**src/rtl/core/mrt_pkg.sv**
```systemverilog
// Shared types, constants and helpers of the masked route table.
// Used by the interfaces and by every module of the block.
package mrt_pkg;

    localparam int TABLE_DEPTH = 16;
    localparam int IDX_W = (TABLE_DEPTH > 1) ? $clog2(TABLE_DEPTH) : 1;
    localparam int CNT_W = $clog2(TABLE_DEPTH + 1);
    localparam int CMP_W = CNT_W + 1;

    typedef enum logic [1:0] {
        OP_ADD    = 2'd0,
        OP_LOOKUP = 2'd1,
        OP_DELETE = 2'd2
    } t_op;

    typedef enum logic [1:0] {
        ST_OK   = 2'd0,
        ST_FULL = 2'd1,
        ST_MISS = 2'd2
    } t_status;

    typedef enum logic [1:0] {
        S_IDLE,
        S_CHECK,
        S_SHIFT
    } t_state;

    typedef struct packed {
        logic [1:0]  operation;
        logic [31:0] dest_addr;
        logic [31:0] net_mask;
        logic [31:0] gateway_addr;
        logic [7:0]  port_id;
        logic [15:0] route_cost;
    } t_req;

    typedef struct packed {
        t_status     status;
        logic [7:0]  hit_index;
        logic [31:0] hit_gateway;
        logic [31:0] hit_mask;
        logic [7:0]  hit_port;
        logic [15:0] hit_cost;
    } t_rsp;

    typedef struct packed {
        logic [31:0] dest;
        logic [31:0] mask;
        logic [31:0] gateway;
        logic [7:0]  port;
        logic [15:0] cost;
    } t_entry;

    typedef struct packed {
        logic             we;
        logic [IDX_W-1:0] addr;
        t_entry           data;
    } t_mem_wr;

    typedef struct packed {
        logic [31:0] key;
        logic [31:0] dest;
        logic [31:0] mask;
        logic        exact;
    } t_cmp_req;

    // Network byte order to host order.
    function automatic logic [31:0] swap_bytes(input logic [31:0] v);
        return {v[7:0], v[15:8], v[23:16], v[31:24]};
    endfunction

endpackage

```
**src/rtl/core/mrt_req_if.sv**
```systemverilog
// Request channel of the masked route table: valid, ready and one request item.
// Depends on mrt_pkg.
interface mrt_req_if;
    logic          valid;
    logic          ready;
    mrt_pkg::t_req payload;

    modport source(output valid, output payload, input ready);
    modport sink(input valid, input payload, output ready);
    modport mon(input valid, input ready, input payload);
endinterface

```
**src/rtl/core/mrt_rsp_if.sv**
```systemverilog
// Result channel of the masked route table: valid, ready and one result item.
// Depends on mrt_pkg.
interface mrt_rsp_if;
    logic          valid;
    logic          ready;
    mrt_pkg::t_rsp payload;

    modport source(output valid, output payload, input ready);
    modport sink(input valid, input payload, output ready);
    modport mon(input valid, input ready, input payload);
endinterface

```
**src/rtl/core/masked_route_table.sv**
```systemverilog
// Masked route table top level: sequencer, shared compare unit and route storage.
// Depends on mrt_pkg, mrt_req_if, mrt_rsp_if, mrt_ctrl, mrt_match and mrt_mem.
//
//   Channel   Modport  Item
//   i_req     sink     operation, dest_addr, net_mask, gateway_addr, port_id, route_cost
//   o_rsp     source   status, hit_index, hit_gateway, hit_mask, hit_port, hit_cost
//
// An add, or any request that resolves without a scan, is answered straight from idle.
// A lookup inspects the entries in order up to the first match.
// A delete scans like a lookup, then moves each later entry up one place.
// The single compare unit and the one-read, one-write route storage make the scan serial.
// Reset clears the entry count and the sequencer; no clearing pass is needed.
// A request is taken only while idle and the result register is empty or being read.
module masked_route_table (
    input  logic        i_clk,
    input  logic        i_rst_n,
    mrt_req_if.sink     i_req,
    mrt_rsp_if.source   o_rsp
);
    mrt_pkg::t_mem_wr               mem_wr;
    logic [mrt_pkg::IDX_W-1:0]      mem_raddr;
    mrt_pkg::t_entry                mem_rdata;
    mrt_pkg::t_cmp_req              cmp_req;
    logic                           cmp_match;

    mrt_ctrl u_ctrl (
        .i_clk   (i_clk),
        .i_rst_n (i_rst_n),
        .i_req   (i_req),
        .o_rsp   (o_rsp),
        .o_wr    (mem_wr),
        .o_raddr (mem_raddr),
        .i_rdata (mem_rdata),
        .o_cmp   (cmp_req),
        .i_match (cmp_match)
    );

    mrt_match u_match (
        .i_cmp   (cmp_req),
        .o_match (cmp_match)
    );

    mrt_mem u_mem (
        .i_clk   (i_clk),
        .i_wr    (mem_wr),
        .i_raddr (mem_raddr),
        .o_rdata (mem_rdata)
    );
endmodule

```
**src/rtl/core/mrt_mem.sv**
```systemverilog
// Route storage: one write port and one read port with registered read data.
// Depends on mrt_pkg.
module mrt_mem (
    input  logic                        i_clk,
    input  mrt_pkg::t_mem_wr            i_wr,
    input  logic [mrt_pkg::IDX_W-1:0]   i_raddr,
    output mrt_pkg::t_entry             o_rdata
);
    mrt_pkg::t_entry r_mem [mrt_pkg::TABLE_DEPTH];
    mrt_pkg::t_entry r_rdata;

    always_ff @(posedge i_clk) begin
        if (i_wr.we) begin
            r_mem[i_wr.addr] <= i_wr.data;
        end
        r_rdata <= r_mem[i_raddr];
    end

    assign o_rdata = r_rdata;
endmodule

```
**src/rtl/core/mrt_match.sv**
```systemverilog
// Shared compare unit: masked compare for lookups, exact compare for deletes.
// Depends on mrt_pkg.
module mrt_match (
    input  mrt_pkg::t_cmp_req i_cmp,
    output logic              o_match
);
    logic [31:0] masked_key;
    logic [31:0] masked_dest;

    assign masked_key  = i_cmp.exact ? i_cmp.key  : (i_cmp.key  & i_cmp.mask);
    assign masked_dest = i_cmp.exact ? i_cmp.dest : (i_cmp.dest & i_cmp.mask);
    assign o_match     = (masked_key == masked_dest);
endmodule

```
**src/rtl/core/mrt_ctrl.sv**
```systemverilog
// Sequencer of the masked route table: walks the table one entry per cycle,
// shifts entries up after a delete and holds the result register.
// Depends on mrt_pkg, mrt_req_if and mrt_rsp_if.
module mrt_ctrl (
    input  logic                        i_clk,
    input  logic                        i_rst_n,
    mrt_req_if.sink                     i_req,
    mrt_rsp_if.source                   o_rsp,
    output mrt_pkg::t_mem_wr            o_wr,
    output logic [mrt_pkg::IDX_W-1:0]   o_raddr,
    input  mrt_pkg::t_entry             i_rdata,
    output mrt_pkg::t_cmp_req           o_cmp,
    input  logic                        i_match
);
    mrt_pkg::t_state                r_state, n_state;
    logic [mrt_pkg::CNT_W-1:0]      r_count, n_count;
    logic [mrt_pkg::IDX_W-1:0]      r_ptr, n_ptr;
    logic [mrt_pkg::IDX_W-1:0]      r_hit, n_hit;
    logic [31:0]                    r_key, n_key;
    logic                           r_del, n_del;
    logic                           r_out_valid, n_out_valid;
    mrt_pkg::t_rsp                  r_out, n_out;

    logic                           out_free;
    logic                           accept;
    logic [mrt_pkg::CMP_W-1:0]      ptr_p1;
    logic [mrt_pkg::CMP_W-1:0]      ptr_p2;
    logic [mrt_pkg::CMP_W-1:0]      cnt_ext;
    mrt_pkg::t_rsp                  res;

    assign out_free    = !r_out_valid || o_rsp.ready;
    assign i_req.ready = (r_state == mrt_pkg::S_IDLE) && out_free;
    assign accept      = i_req.valid && i_req.ready;

    assign ptr_p1  = mrt_pkg::CMP_W'(r_ptr) + mrt_pkg::CMP_W'(1);
    assign ptr_p2  = mrt_pkg::CMP_W'(r_ptr) + mrt_pkg::CMP_W'(2);
    assign cnt_ext = mrt_pkg::CMP_W'(r_count);

    assign o_cmp.key   = r_key;
    assign o_cmp.dest  = i_rdata.dest;
    assign o_cmp.mask  = i_rdata.mask;
    assign o_cmp.exact = r_del;

    assign o_rsp.valid   = r_out_valid;
    assign o_rsp.payload = r_out;

    always_ff @(posedge i_clk) begin
        if (!i_rst_n) begin
            r_state     <= mrt_pkg::S_IDLE;
            r_count     <= '0;
            r_out_valid <= 1'b0;
        end else begin
            r_state     <= n_state;
            r_count     <= n_count;
            r_out_valid <= n_out_valid;
        end
    end

    always_ff @(posedge i_clk) begin
        r_ptr <= n_ptr;
        r_hit <= n_hit;
        r_key <= n_key;
        r_del <= n_del;
        r_out <= n_out;
    end

    always_comb begin
        n_state     = r_state;
        n_count     = r_count;
        n_ptr       = r_ptr;
        n_hit       = r_hit;
        n_key       = r_key;
        n_del       = r_del;
        n_out_valid = r_out_valid && !o_rsp.ready;
        n_out       = r_out;

        res        = '0;
        res.status = mrt_pkg::ST_MISS;

        o_wr.we           = 1'b0;
        o_wr.addr         = mrt_pkg::IDX_W'(r_count);
        o_wr.data.dest    = i_req.payload.dest_addr;
        o_wr.data.mask    = i_req.payload.net_mask;
        o_wr.data.gateway = i_req.payload.gateway_addr;
        o_wr.data.port    = i_req.payload.port_id;
        o_wr.data.cost    = i_req.payload.route_cost;
        o_raddr           = '0;

        unique case (r_state)
            mrt_pkg::S_IDLE: begin
                // The first entry is fetched every idle cycle so a scan starts at once.
                o_raddr = '0;
                if (accept) begin
                    unique case (i_req.payload.operation)
                        mrt_pkg::OP_ADD: begin
                            if (r_count == mrt_pkg::CNT_W'(mrt_pkg::TABLE_DEPTH)) begin
                                res.status = mrt_pkg::ST_FULL;
                            end else begin
                                o_wr.we       = 1'b1;
                                n_count       = r_count + mrt_pkg::CNT_W'(1);
                                res.status    = mrt_pkg::ST_OK;
                                res.hit_index = 8'(r_count);
                            end
                            n_out_valid = 1'b1;
                            n_out       = res;
                        end
                        mrt_pkg::OP_LOOKUP, mrt_pkg::OP_DELETE: begin
                            if (r_count == '0) begin
                                n_out_valid = 1'b1;
                                n_out       = res;
                            end else begin
                                n_ptr   = '0;
                                n_del   = (i_req.payload.operation == mrt_pkg::OP_DELETE);
                                n_key   = (i_req.payload.operation == mrt_pkg::OP_DELETE)
                                        ? i_req.payload.dest_addr
                                        : mrt_pkg::swap_bytes(i_req.payload.dest_addr);
                                n_state = mrt_pkg::S_CHECK;
                            end
                        end
                        default: begin
                            n_out_valid = 1'b1;
                            n_out       = res;
                        end
                    endcase
                end
            end

            mrt_pkg::S_CHECK: begin
                // Read data belongs to r_ptr; the next entry is fetched alongside.
                o_raddr = mrt_pkg::IDX_W'(ptr_p1);
                if (i_match) begin
                    res.status    = mrt_pkg::ST_OK;
                    res.hit_index = 8'(r_ptr);
                    if (!r_del) begin
                        res.hit_gateway = i_rdata.gateway;
                        res.hit_mask    = i_rdata.mask;
                        res.hit_port    = i_rdata.port;
                        res.hit_cost    = i_rdata.cost;
                        n_out_valid     = 1'b1;
                        n_out           = res;
                        n_state         = mrt_pkg::S_IDLE;
                    end else if (ptr_p1 >= cnt_ext) begin
                        n_count     = r_count - mrt_pkg::CNT_W'(1);
                        n_out_valid = 1'b1;
                        n_out       = res;
                        n_state     = mrt_pkg::S_IDLE;
                    end else begin
                        n_hit   = r_ptr;
                        n_state = mrt_pkg::S_SHIFT;
                    end
                end else if (ptr_p1 >= cnt_ext) begin
                    n_out_valid = 1'b1;
                    n_out       = res;
                    n_state     = mrt_pkg::S_IDLE;
                end else begin
                    n_ptr = mrt_pkg::IDX_W'(ptr_p1);
                end
            end

            mrt_pkg::S_SHIFT: begin
                // Read data holds the entry after r_ptr; it moves up one place.
                o_raddr   = mrt_pkg::IDX_W'(ptr_p2);
                o_wr.we   = 1'b1;
                o_wr.addr = r_ptr;
                o_wr.data = i_rdata;
                if (ptr_p2 >= cnt_ext) begin
                    res.status    = mrt_pkg::ST_OK;
                    res.hit_index = 8'(r_hit);
                    n_count       = r_count - mrt_pkg::CNT_W'(1);
                    n_out_valid   = 1'b1;
                    n_out         = res;
                    n_state       = mrt_pkg::S_IDLE;
                end else begin
                    n_ptr = mrt_pkg::IDX_W'(ptr_p1);
                end
            end

            default: begin
                n_state = mrt_pkg::S_IDLE;
            end
        endcase
    end
endmodule

```
**src/flat_wrapper.sv**
```systemverilog
// flat-port wrapper written by rule: the top's interface ports become plain ports
module masked_route_table_flat 
  (i_clk, i_rst_n, i_req_valid, i_req_payload, i_req_ready, o_rsp_valid, o_rsp_payload, o_rsp_ready);
  mrt_req_if i_req_i ();
  mrt_rsp_if o_rsp_i ();
  input  logic i_clk;
  input  logic i_rst_n;
  input wire logic [$bits(i_req_i.valid)-1:0] i_req_valid;
  input wire logic [$bits(i_req_i.payload)-1:0] i_req_payload;
  output wire logic [$bits(i_req_i.ready)-1:0] i_req_ready;
  output wire logic [$bits(o_rsp_i.valid)-1:0] o_rsp_valid;
  output wire logic [$bits(o_rsp_i.payload)-1:0] o_rsp_payload;
  input wire logic [$bits(o_rsp_i.ready)-1:0] o_rsp_ready;
  assign i_req_i.valid = i_req_valid;
  assign i_req_i.payload = i_req_payload;
  assign i_req_ready = i_req_i.ready;
  assign o_rsp_valid = o_rsp_i.valid;
  assign o_rsp_payload = o_rsp_i.payload;
  assign o_rsp_i.ready = o_rsp_ready;
  masked_route_table u_core (.i_clk(i_clk), .i_rst_n(i_rst_n), .i_req(i_req_i), .o_rsp(o_rsp_i));
endmodule
```
**config.mk**
```make
export PLATFORM = sky130hd
export DESIGN_NAME = masked_route_table_flat
export DESIGN_NICKNAME = d
export VERILOG_FILES = /design/src/rtl/core/mrt_pkg.sv /design/src/rtl/core/mrt_req_if.sv /design/src/rtl/core/mrt_rsp_if.sv /design/src/rtl/core/masked_route_table.sv /design/src/rtl/core/mrt_mem.sv /design/src/rtl/core/mrt_match.sv /design/src/rtl/core/mrt_ctrl.sv /design/src/flat_wrapper.sv
export SDC_FILE = /design/constraint.sdc
export NUM_CORES = 2
export LEC_CHECK = 0
export ABC_CLOCK_PERIOD_IN_PS = 16500
export BUFFER_PORTS_ARGS = -buffer_cell sky130_fd_sc_hd__buf_4
export CAP_MARGIN = 10
export CORE_ASPECT_RATIO = 0.9
export CORE_MARGIN = 2
export CORE_UTILIZATION = 56
export DETAILED_ROUTE_END_ITERATION = 8
export PLACE_DENSITY = 0.83
export SYNTH_ARGS = -nofsm -noshare
export SYNTH_HDL_FRONTEND = slang
export SYNTH_SLANG_ARGS = --single-unit
export TNS_END_PERCENT = 30
```
**constraint.sdc**
```tcl
create_clock -name i_clk -period 16.5 [get_ports i_clk]
set_input_delay 0.825 -clock i_clk [delete_from_list [all_inputs] [get_ports i_clk]]
set_output_delay 0.825 -clock i_clk [all_outputs]
set_load 0.005 [all_outputs]
```
* After elaboration in Yosys (flattened, before gate mapping)
Memory sizes are Yosys's and may differ from the RTL's. A register that Yosys moved wholly into a read port is not among the register bits.
Index checks and enable logic that the tools add are counted.
** Storage, ports and cells
- Flip-flop bits (word level) :: 147
- Latch bits :: 0
- Memory bits (writable) :: 1920
- Memory bits (read-only) :: 0
- Input port bits :: 126
- Output and inout port bits :: 100
- Memories :: 1
** Memory list
- u_core.u_mem.r_mem :: depth 16, width 120, rd ports 1, clocked after memory_dff 1, write ports 1, RTL line mrt_mem.sv:9 : mrt_pkg::t_entry r_mem [mrt_pkg::TABLE_DEPTH];
** Operators by class
- $add $sub $neg :: 4
- Multipliers :: 0
- Divide/modulo/power cells :: 0
- Order comparisons :: 2
- Equality and inequality tests :: 21
- Shift operators :: 0
- Multiplexer cells :: 54
- Bitwise gates (word level) :: 4
- Reductions and logical operators :: 17
** Operators with widths (number)
- $mux W98 :: 7
- $pmux W98 S3 :: 1
- $pmux W98 S2 :: 1
- $mux W124 :: 1
- $mux W32 :: 3
- $and A32 B32 Y32 :: 2
- $mux W5 :: 8
- $eq A32 B32 Y1 :: 1
- $mux W4 :: 6
- $ne A2 B2 Y1 const B :: 9
- $mux W2 :: 8
- $pmux W5 S3 :: 1
- $mux W1 :: 13
- $pmux W4 S3 :: 1
- $ge A5 B5 Y1 :: 2
- $pmux W4 S2 :: 1
- $reduce_and A4 Y1 :: 2
- $reduce_and A8 Y1 :: 1
- $reduce_and A7 Y1 :: 1
- $ne A2 B1 Y1 const B :: 3
- $ne A3 B3 Y1 const B :: 2
- $pmux W2 S3 :: 1
- $reduce_and A6 Y1 :: 1
- $add A4 B1 Y5 const B :: 1
- other kinds (18) :: 25

* Logic depth before layout (Yosys ltp)
- Depth in word-level cells :: 8
- Mapped depth :: 12
- Mapped depth without buffers :: 10

* Hierarchy
A second synthesis with hierarchy kept.
** Second synthesis, totals
- Cells, all modules :: 3781
- Area total of the unflattened synthesis :: 82843.2 um^2
** By module, submodules not included
- mrt_mem :: times used 1, cells an instance 3066, area an instance 74008.5 um^2
- mrt_ctrl :: times used 1, cells an instance 644, area an instance 8310.5 um^2
- mrt_match :: times used 1, cells an instance 71, area an instance 524.3 um^2

* Worst setup path after synthesis
OpenSTA, ideal clock, no wires.
- Path kind :: flip-flop to flip-flop
- Start point :: register u_core.u_ctrl.r_ptr[1] (netlist bit)
- End point :: register u_core.u_ctrl.r_out (netlist bit u_core.u_ctrl.o_rsp.payload[0]), enable pin
- Arrival :: 16.472 ns
- Required time :: 15.446 ns
- Slack :: -1.026 ns
- Stages on the path, launching flop included :: 10
- Buffers on the path :: 0
- Clock period less this slack :: 17.526 ns
- Cell sequence :: edfxtp_1 > ha_1 > xor2_1 > ha_1 > a21o_1 > a31oi_1 > o21ai_0 > nor2_1 > a21boi_0 > a2111oi_0
** Between the ends
- Longest elaborated chain between the ends :: 4
- Elaborated cells between the ends (all ways) :: 8
- Those cells by class :: add/sub: 2; order compare: 2; eq/ne: 3; reduce/logical: 1
** Ends and longest elaborated chain
- from (decl) :: RTL line mrt_ctrl.sv:17 : logic [mrt_pkg::IDX_W-1:0] r_ptr, n_ptr;
- from (signal assigned) :: RTL line mrt_ctrl.sv:60 : r_ptr <= n_ptr;
- $add A4 B1 Y5 * :: RTL line mrt_ctrl.sv:35 : assign ptr_p1 = mrt_pkg::CMP_W'(r_ptr) + mrt_pkg::CMP_W'(1);
- named net u_core.u_ctrl.ptr_p1 (one bit) :: RTL line mrt_ctrl.sv:26 : logic [mrt_pkg::CMP_W-1:0] ptr_p1;
- $ge A5 B5 Y1 * :: RTL line mrt_ctrl.sv:142, mrt_ctrl.sv:151
- $ne A3 B3 Y1 (no source line) / $ne A3 B2 Y1 (equally long branches)
- $reduce_and A6 Y1 (no source line) *
- to (signal assigned) :: RTL line mrt_ctrl.sv:64 : r_out <= n_out;
- to (decl) :: RTL line mrt_ctrl.sv:22 : mrt_pkg::t_rsp r_out, n_out;
The timed path passes the listed nets; every way through them passes the cells marked *.
A chain may end at the register's enable or synchronous reset.

* Worst setup path after layout
- Start point :: register u_core.u_ctrl.r_state[0]
- End point :: register u_core.u_mem.o_rdata[20] (netlist name)
** Between the ends
- Longest elaborated chain between the ends :: 2
- Elaborated cells between the ends (all ways) :: 3
- Those cells by class :: eq/ne: 2; mux: 1
** Ends and longest elaborated chain
- from (decl) :: RTL line mrt_ctrl.sv:15 : mrt_pkg::t_state r_state, n_state;
- from (signal assigned) :: RTL line mrt_ctrl.sv:49 : r_state <= mrt_pkg::S_IDLE;
- from (signal assigned) :: RTL line mrt_ctrl.sv:53 : r_state <= n_state;
- $eq A2 B2 Y1 / $eq A2 B1 Y1 (equally long branches) :: RTL line mrt_ctrl.sv:89 : unique case (r_state)
- $pmux W4 S2 * :: RTL line mrt_ctrl.sv:89
Every way passes the cells marked *; elsewhere a longest branch is shown, timed or not.

==> summary.txt <==
Hold path
  – Worst hold path class: in2reg
  – Hold Crit Depth: 2
  – Min-Delay Endpoint: u_core.u_ctrl.r_key[30]
  – Hold path start: i_req_payload[94]

Cells and area
  – Finished Layout Cells: 6,427
  – Commonest non-fill, non-tap cell in the layout: edfxtp_1
  – Layout Nets: 4,405
  – Fraction of layout instances using a drive strength above 1: 28.41%
  – Area delta synth->final: 12.61%
  – Most frequent cells in the layout: 2,056 x edfxtp_1, 480 x mux4_2, 285 x buf_4

STA
  – Max Slew Vio Count: 0
  – Tcrit/Tclk final: 33.64%
  – RSZ-0062 raised after global routing: no
  – Setup_tns: 0 ps
  – Final setup vio count: 0
  – Final min period: 5551 ps
  – Worst Skew: 58.51 ps
  – Actual slew at the worst max-slew pin: 1154 ps
  – Relative max-transition margin: 23.10%
  – Final Hold Fails: 0
  – Max Fclk: 180.1 MHz

Synth
  – Most used DFF post-synth: edfxtp_1
  – EDFF count, synth: 2,056
  – Synth cell types: 56
  – Syn Std Cell Area: 83,550 um2
  – Synth top area cells: edfxtp_1 74%, mux4_2 13%, dfxtp_1 3.1%
  – Seq cells post-synth: 2,184
  – Synthesized instance count: 3,981
  – Post-synthesis async set-or-reset flop share: 0%
  – Average size of a mapped cell: 20.99 um2
  – Yosys warns: 0
  – Dominant cell type by area after synthesis: edfxtp_1
  – Sequential area share after synthesis: 76.96%
  – Share of the synthesized area in the top cell type: 73.89%

Die
  – Die Wd: 411.2 um
  – Die Height: 370.4 um
  – Starting Density: 56.37%
  – Core Rows: 134
  – Full die area: 152,300 um2
  – Top-level I/O count: 226
  – Core footprint: 148,200 um2

Pwr
  – Peak supply drop: 0.0001183 V
  – Sequential Power Share: 55.0%
  – Switching Share: 20.65%
  – Reported net switching power: 2.322 mW
  – Leakage: 30.39 nW
  – P per Cell Area: 119.5 nW/um2
  – Comb pwr share: 3.4%
  – Internal: 8.922 mW
  – Clock share of power: 41.6%

Clock tree
  – CTS Hold Bufs: 0
  – Post-CTS Setup Inserts: 0
  – H-tree Lvls: 4
  – CTS tree: done
  – CTS Sinks: 2,184
  – Root buffer cell: clkbuf_16
  – Total CTS buffers: 202
  – Clock transition at path regs: 70 ps
  – Clk buf depth: 3
  – Clk Latency, worst-skew pair: 850 ps
  – Cts repair resizes: 0

Critical path
  – Max Fanout on Critical Path: 66
  – WP data arrival: 6200 ps
  – CP required: 17,150 ps
  – Crit path launch: u_core.u_ctrl.r_state[0]
  – Crit path cell chain: inv_1 > ha_4 > buf_4 > a22oi_1 > nor2_4 > buf_4 > buf_4 > buf_4 > mux4_2 > and2_1 > a211oi_1 > a31oi_1
  – Crit. End Element: flop
  – Slowest library cell on the worst path: buf_4
  – R2R Path End: u_core.u_mem.o_rdata[20]
  – Max stage delay on crit path: 880 ps
  – Reg2Reg Depth: 12
  – Register-to-register setup slack: 10,950 ps
  – Reg2reg start: u_core.u_ctrl.r_state[0]
  – Cell mode on critical path: buf_4
  – Worst setup SP type: flop
  – Critical path class: reg2reg

Routing
  – WL final: 208,800 um
  – Routed wire per std cell: 32.49 um
  – DRT Pass-1 Iters: 5
  – Drt drc: 0
  – Number of nets with antenna violations after routing: 0
  – Vias: 43,011
  – Vias per std cell: 6.692
  – DRT iter0 DRCs: 6,573

Placed design
  – GP Congestion: 0.8643
  – IO Port Bufs: 222
  – Post-DP HPWL: 100,000 um
  – Cell total after placement: 6,025

GRT
  – Grt total ovfl: 0
  – First-pass GRT wire length: 299,600 um
  – Total GRT Usage: 27.35%
  – Pin count of the biggest net entering global routing: 114
  – Vias in the first global route: 43,541
  – Initial antenna violation count: 22

Outcome
  – Outcome: completed

Flow run
  – Max-Cap Viols: 0
## final cells by class
class	count	area, um2
Timing Repair Buffer	293	2300
Sequential cell	2184	64300
Antenna cell	20	50.05
Multi-Input combinational cell	1559	18260
Fill cell	9199	54120
Clock inverter	95	959.7
Inverter	17	63.81
Clock buffer	287	5687
Tap cell	1972	2467
## sequential cells by signal (all words and copies together), names as in the netlist
register                     flops
u_core.u_ctrl.r_key             32
u_core.u_mem.r_mem            1920
u_core.u_ctrl.o_rsp.payload     95
u_core.u_ctrl.r_hit              4
u_core.u_ctrl.r_state            2
u_core.u_ctrl.r_del              1
u_core.u_ctrl.o_rsp.valid        1
u_core.u_ctrl.r_ptr              4
u_core.u_mem.o_rdata           120
u_core.u_ctrl.r_count            5
## worst max path at each step
stage	endpoint	slack [ps]	cells after the start
finish	u_core.u_mem.o_rdata[20]	10950	12
global route	u_core.u_mem.o_rdata[0]	10730	12
CTS	u_core.u_mem.o_rdata[92]	11020	12
detailed placement	u_core.u_mem.o_rdata[8]	11080	12
global placement	u_core.u_mem.o_rdata[8]	11230	12
floorplan	u_core.u_ctrl.o_rsp.payload[0]	3670	9
## synthesized netlist by cell type (2+ instances only)
cell	n
edfxtp_1	2056
xor2_1	33
nor3_1	5
buf_2	68
dfxtp_1	128
o31ai_1	2
o21ai_0	8
a221o_1	2
nand4_1	5
a22oi_1	7
a211oi_1	125
mux2i_1	6
buf_4	40
a221oi_1	4
nand2_1	267
nor2b_1	3
o32a_1	3
a21oi_1	9
nand2b_1	2
nand3_1	5
clkbuf_1	97
and3_1	7
a21o_1	5
a22o_1	5
nor3b_1	2
buf_1	13
a32oi_1	2
mux2_2	152
and2_1	214
nor2_1	28
buf_6	4
xnor2_1	5
inv_1	17
a31oi_1	124
nor4_1	7
mux4_2	480
ha_1	21
a21boi_0	2
## cell families (layout without fill, tap and decap cells)
| family | after synthesis | count (layout) | share of synthesized area, % |
|---|---|---|---|
| XOR/XNOR | 38 | 38 | 0.3983 |
| other | 1 | 23 | 0.004488 |
| AND/OR/NAND/NOR | 549 | 549 | 3.248 |
| AO/OA/AOI/OAI | 309 | 309 | 2.595 |
| multiplexers | 638 | 638 | 15.06 |
| flip-flops | 2184 | 2184 | 76.96 |
| adder cells (fa/ha/maj) | 22 | 22 | 0.3384 |
| buffers and inverters | 240 | 692 | 1.397 |
## routing by layer
metal	vias up	GRT usage, %	wire length (um)
li1	16892	-	-
met1	22349	37.33	75550
met2	3223	43.20	100900
met3	521	6.332	23950
met4	26	11.05	8200
met5	-	0	179
## power by group through the flow
stage / combinational [mW] / clock (mW) / sequential [mW]
2_1_floorplan: 0.208 / 0 / 6.29
3_3_place_gp: 0.356 / 0 / 6.30
3_5_place_dp: 0.369 / 0 / 6.30
4_1_cts: 0.376 / 4.71 / 6.18
5_1_grt: 0.403 / 4.91 / 6.19
6_report: 0.377 / 4.68 / 6.19
## critical path: cells and delay by family, from the launching register on
kind / cells / cell delay [ps]
buffers and inverters: 5 / 3340
AOI/OAI and AO/OA: 3 / 580
muxes: 1 / 430
DFF: 1 / 350
and+or+nand+nor: 2 / 310
adders and majority gates: 1 / 160
## through the flow
stage	worst slack (ps)	instance area [um2]	hold WS (ps)	total power [mW]	utilization [%]
4_1_cts	11020	94040	292.0	11.27	63.45
5_1_grt	10730	94060	316.2	11.50	63.46
3_5_place_dp	11080	87400	518.5	6.669	58.97
3_3_place_gp	11230	87400	507.2	6.654	58.97
6_report	10950	94090	336.3	11.24	63.48
2_1_floorplan	3669	83560	420.6	6.500	-
(Power assumes the default switching activity.)
